`config.mk`:
```
export PLATFORM = sky130hd
export DESIGN_NAME = abpw_ctrl
export DESIGN_NICKNAME = d
export VERILOG_FILES = /design/src/abpw_pkg.sv /design/src/abpw_ctrl.sv
export SDC_FILE = /design/constraint.sdc
export NUM_CORES = 1
export LEC_CHECK = 0
export ABC_AREA = 1
export ABC_CLOCK_PERIOD_IN_PS = 1200
export BUFFER_PORTS_ARGS = -buffer_cell sky130_fd_sc_hd__buf_2
export CAP_MARGIN = 20
export CORE_AREA = 2 2 39 41
export DETAILED_ROUTE_END_ITERATION = 16
export DIE_AREA = 0 0 41 43
export PLACE_DENSITY = 0.44
export SYNTH_ARGS = -nofsm -noshare
export SYNTH_HDL_FRONTEND = slang
export SYNTH_SLANG_ARGS = --single-unit
```
`constraint.sdc`:
```
create_clock -name clock -period 1.2 [get_ports clock]
set_clock_uncertainty 0.15 [all_clocks]
set_input_delay 0.18 -clock clock [delete_from_list [all_inputs] [get_ports clock]]
set_output_delay 0.18 -clock clock [all_outputs]
set_load 0.01 [all_outputs]
```
`src/abpw_pkg.sv`:
```
// Package for the alpha-blend pixel writer: store geometry, codes and the
// payload and control structs shared by the controller, datapath and top level.
package abpw_pkg;

   localparam int STORE_BYTES = 1048576;
   localparam int LANES       = 4;
   localparam int LANE_BITS   = $clog2(LANES);
   localparam int STORE_WORDS = STORE_BYTES / LANES;
   localparam int WORD_AW     = $clog2(STORE_WORDS);
   localparam int PIX_BYTES   = 3;
   localparam int OFF_W       = 29;
   localparam int CSR_AW      = 2;
   localparam int CSR_DW      = 15;
   localparam logic [7:0] ALPHA_OPAQUE = 8'hFF;

   typedef enum logic [1:0] {
      WS_WRITTEN = 2'd0,
      WS_OUTSIDE = 2'd1,
      WS_BEYOND  = 2'd2
   } write_status_type;

   typedef enum logic [CSR_AW-1:0] {
      CSR_HRES   = 2'd0,
      CSR_VRES   = 2'd1,
      CSR_FORMAT = 2'd2,
      CSR_PITCH  = 2'd3
   } csr_index_type;

   typedef enum logic [2:0] {
      ST_CLEAR,
      ST_IDLE,
      ST_MUL,
      ST_OFF,
      ST_READ,
      ST_WRITE
   } state_type;

   typedef struct packed {
      logic [15:0] x_coord;
      logic [15:0] y_coord;
      logic [7:0]  red_in;
      logic [7:0]  green_in;
      logic [7:0]  blue_in;
      logic [7:0]  alpha_in;
   } req_payload_type;

   typedef struct packed {
      write_status_type write_status;
      logic [19:0]      byte_offset;
      logic [7:0]       red_out;
      logic [7:0]       green_out;
      logic [7:0]       blue_out;
   } rsp_payload_type;

   typedef struct packed {
      logic [12:0] hres;
      logic [12:0] vres;
      logic        fmt;
      logic [14:0] pitch;
   } csr_type;

   typedef struct packed {
      logic clear;
      logic load;
      logic mul;
      logic offs;
      logic read;
      logic commit;
   } ctrl_cmd_type;

   typedef struct packed {
      logic clear_last;
      logic out_busy;
   } dp_status_type;

endpackage

```
`src/abpw_ctrl.sv`:
```
// Sequencer for the pixel writer: store clear sweep, then one pixel at a time
// through multiply, offset, bank read and blend/write steps. Uses abpw_pkg.
module abpw_ctrl
   import abpw_pkg::*;
(
   input  logic          clock,
   input  logic          reset,
   input  logic          req_valid,
   output logic          req_stall,
   input  dp_status_type status,
   output ctrl_cmd_type  cmd
);

   state_type state_ff;
   state_type state_in;

   always_ff @(posedge clock) begin
      if (reset) begin
         state_ff <= ST_CLEAR;
      end else begin
         state_ff <= state_in;
      end
   end

   always_comb begin
      state_in = state_ff;
      unique case (state_ff)
         ST_CLEAR: begin
            if (status.clear_last) state_in = ST_IDLE;
         end
         ST_IDLE: begin
            if (req_valid) state_in = ST_MUL;
         end
         ST_MUL:   state_in = ST_OFF;
         ST_OFF:   state_in = ST_READ;
         ST_READ:  state_in = ST_WRITE;
         ST_WRITE: begin
            if (!status.out_busy) state_in = ST_IDLE;
         end
         default:  state_in = ST_CLEAR;
      endcase
   end

   always_comb begin
      cmd       = '0;
      req_stall = 1'b1;
      unique case (state_ff)
         ST_CLEAR: cmd.clear = 1'b1;
         ST_IDLE: begin
            req_stall = 1'b0;
            cmd.load  = req_valid;
         end
         ST_MUL:   cmd.mul    = 1'b1;
         ST_OFF:   cmd.offs   = 1'b1;
         ST_READ:  cmd.read   = 1'b1;
         ST_WRITE: cmd.commit = !status.out_busy;
         default:  cmd        = '0;
      endcase
   end

   // reset always lands in the clear sweep
   a_reset_clear: assert property (@(posedge clock)
      reset |=> state_ff == ST_CLEAR)
      else $error("not in clear sweep after reset");

   // sweep runs until the last word is cleared
   a_clear_hold: assert property (@(posedge clock) disable iff (reset)
      state_ff == ST_CLEAR && !status.clear_last |=> state_ff == ST_CLEAR)
      else $error("clear sweep left early");

   // a committed pixel frees the sequencer for the next beat
   a_commit_idle: assert property (@(posedge clock) disable iff (reset)
      cmd.commit |=> state_ff == ST_IDLE && !req_stall)
      else $error("sequencer not idle after commit");

endmodule

```
Word-level counts from Yosys, hierarchy flattened

Cells that the tools add are included.
Widths: inputs -> output; s select.

Add/sub/neg operators: 0
Multipliers: 0
Divide/modulo/power cells: 0
$lt $le $gt $ge: 0
Eq/ne operators: 8
Shift operators: 0
Multiplexer cells: 11
Bitwise gates (word level): 0
Reductions and logical operators: 3

Operator list:

| operator           | number |
|---|---|
| $pmux 3 s6         | 1 |
| $mux 3             | 3 |
| $mux 1             | 7 |
| $eq 3x2->1 const B | 2 |
| $eq 3x3->1 const B | 2 |
| $ne 2x2->1 const B | 3 |
| $eq 3x1->1 const B | 1 |
| $logic_not 3->1    | 1 |
| $reduce_and 3->1   | 1 |
| $logic_not 1->1    | 1 |

Bits in registers: 3
Bits in latches: 0
RAM bits: 0
Bits in read-only memories: 0
Input bits: 5
Output and inout bits: 7
Logic and storage cells: 23
Memories: 0

Depth between registers and ports, before layout

Depth in word-level cells: 3
Mapped depth: 6
Mapped depth without buffers: 6

Least setup slack after synthesis

OpenSTA, ideal clock, no wires.

Kind: flip-flop to output port
From: reg state_ff[0]
To: out cmd[0] (netlist bit)
Arrival: 889 ps
Data required time: 870 ps
Slack: -19 ps
Cell stages (with the launch flop): 3
Path buffers: 0
Cell sequence: dfxtp_1 > inv_2 > nor4_1

RTL lines:

| element                | line            | text |
|---|---|---|
| from (decl)            | abpw_ctrl.sv:14 | `state_type state_ff;` |
| from (signal assigned) | abpw_ctrl.sv:21 | `state_ff <= state_in;` |
| to (decl)              | abpw_ctrl.sv:11 | `output ctrl_cmd_type cmd` |

==> metrics.yaml <==
core_area_um2: 1384
gr-total-overflow: 0
hold_path.class: "input port to register"
antenna_cells: 0
detail-route-antenna-nets: 0
seq_area_frac_synth_pct: 27.59
power_switching_uw: 162.3
die-area_um2: 1763
synthSimpleGateAreaFrac_pct: 49.43
layout-drive-gt1-share_pct: 72.73
die_w_um: 41
arrival_ns: 1.00
synth_xor_area_share_pct: 0
synthMuxAreaShare_pct: 0
root_buffer: "clkbuf_4"
slew_headroom_pct: 88.30
ir_worst_vdd_uv: 484.5
hold_viol: 0
r2r_cells: 6
setup_viol: 8
tns_ns: -0.6482
area_growth_pct: 98.85
synth.yosys.warnings: 0
h-tree-depth: 1
swShare_pct: 33.61
crit_path_end_kind: "primary output"
syn_avg_cell_area_um2: 6.597
ioPinCount: 12
cts_made_buffers: 3
clkSlewWorstSetupHoldPaths_ns: 0.04
synth_cell_types: 15
r2r-start: "state_ff[1]"
placementRows: 14
cts_tree: "yes"
path_class: "register to primary output"
routed_wl_um: 651
worstMarginPinSlew_ns: 0.1741
min_delay_worst_endpoint: "state_ff[2]"
leakage_nw: 0.2105
die_y_um: 43
worstHoldStart: "status[0]"
cts_buffer_depth: 2
violations: "negative setup slack"
p_seq_share_pct: 27.3
worstPathMaxFanout: 6
period_share_pct: 111.2
netlist_area_um2: 217.7
worst_skew_pair.late_latency_ns: 0.23
initial_core_util_pct: 15.73
largest_register_ff_count: 3
drt_first_pass_iters: 3
drv_cap: 0
synth_cells: 33
p_per_area_nw_per_um2: 1115
whs_path_depth: 3
fillers: 160
fin_area_um2: 432.9
synth_compound_area_share_pct: 7.471
period_needed_ns: 1.334
numPortBuffers: 11
grt_pass1_wl_um: 979
grt_pass1_vias: 260
finalWeightedCongestion: 0.7873
combPwrFrac_pct: 35.9
intPower_uw: 320.6
rr_endpoint: "state_ff[0]"
rsz0062_at_grt: "yes"
pwr-share-clk_pct: 36.8
vias: 274
worst-r2r-setup-slack_ns: -0.01
status: "finished with violations"
dp_hpwl_um: 472.1
grt_antenna_before_repair: 0
regMostFlops: "state_ff"
setup_ws_ns: -0.1343
slew_violations: 0
synthesis.nets: 38
clkSinkCount: 3
drtIter0Drc: 6
synth_top_family_by_area: "simple AND/OR/NAND/NOR gates"
fmax_mhz: 749.5
biggestRegsByFlops: "state_ff (3)"
track_usage_pct: 8.726
synthAdderAreaFrac_pct: 0
startpoint_type: "register"
drc_errors: 0
placed_cell_area_um2: 321.6
ys_ff_latch: 3
finalNetCount: 61
grt_max_degree: 7
routedWlPerCell_um: 9.169
crit_required_ns: 0.87
vias_per_cell: 3.859
synthesized netlist by cell type (all sizes together):
| master | n | share of area [%] |
|---|---|---|
| a21oi | 1 | 2.3 |
| a31oi | 1 | 2.9 |
| dfxtp | 3 | 28 |
| inv | 9 | 16 |
| nand2 | 3 | 5.2 |
| nand3 | 4 | 16 |
| nand4 | 1 | 2.9 |
| nor2 | 7 | 16 |
| nor3 | 2 | 6.9 |
| nor4 | 1 | 2.9 |
| o21ai | 1 | 2.3 |
cell usage in the layout (no fill, tap or decap), drive strengths merged, types with 2 or more instances in the layout:
cell    instances
buf            17
clkbuf          4
dfxtp           3
inv             9
nand2           3
nand3           4
nor2            7
nor3            2
per-layer routing:
metal | wire length [um] | part of all wire, % | GRT usage, % | vias up
li1 | - | - | - | 151
met1 | 301 | 46 | 10.90 | 115
met2 | 313 | 48 | 10.00 | 8
met3 | 36 | 5.5 | 3.141 | 0
met4 | 0 | 0 | 10.00 | 0
met5 | 0 | 0 | 0 | -
cell type report:
cell class | count | area, um^2 | share of cell area, %
multi-input combinational | 21 | 155.1 | 35.84
tap | 16 | 20.02 | 4.624
sequential | 3 | 71.32 | 16.47
clock buffer | 4 | 26.28 | 6.069
timing repair buffer | 18 | 121.4 | 28.03
inverter | 9 | 38.79 | 8.960
critical path, cell delays in order, from the launching register on:
cell and delay [ns]:
dfxtp_4 0.36, nor4_2 0.25, buf_2 0.16
power by group through the flow:
stage	clock network [mW]	registers (mW)	logic, mW
after CTS	0.190	0.128	0.156
after global placement	0	0.127	0.136
after global routing	0.195	0.134	0.192
final	0.178	0.132	0.174
after detailed placement	0	0.126	0.134
after floorplan	0	0.125	0.0841
cell families after synthesis:
| logic type | after synthesis |
|---|---|
| AND/OR/NAND/NOR | 18 |
| buffers and inverters | 9 |
| flip-flops | 3 |
| AO/OA/AOI/OAI | 3 |
what timing repair did:
item	4_1_cts	5_1_grt
pin swaps	1	4
resized for setup	11	8
endpoints found under the hold margin	2	0
hold buffers	1	0
buffers inserted	2	1
setup endpoints to repair	7	8
cloned	0	0
worst max path at each step:
stage | slack [ns] | end | cells past startpoint | startpoint
after global placement | -0.03 | cmd[0] | 3 | state_ff[0]
after global routing | -0.18 | cmd[0] | 2 | state_ff[1]
after detailed placement | 0.004 | cmd[0] | 3 | state_ff[0]
after CTS | -0.15 | cmd[0] | 3 | state_ff[0]
final | -0.13 | cmd[0] | 2 | state_ff[1]
after floorplan | 0.08 | cmd[0] | 2 | state_ff[0]
per-stage QoR:
step / hold slack (ns) / std cells / setup slack [ns] / util [%] / power (mW)
after floorplan: 0.09941 / 33 / 0.07923 / - / 0.2091
after global placement: 0.2377 / 63 / -0.02667 / 23.24 / 0.2622
after detailed placement: 0.2386 / 63 / 0.003765 / 23.24 / 0.2593
after CTS: 0.1677 / 70 / -0.1501 / 28.75 / 0.4741
after global routing: 0.1892 / 71 / -0.1800 / 31.28 / 0.5207
final: 0.1913 / 71 / -0.1343 / 31.28 / 0.4829
(Power assumes the default switching activity.)
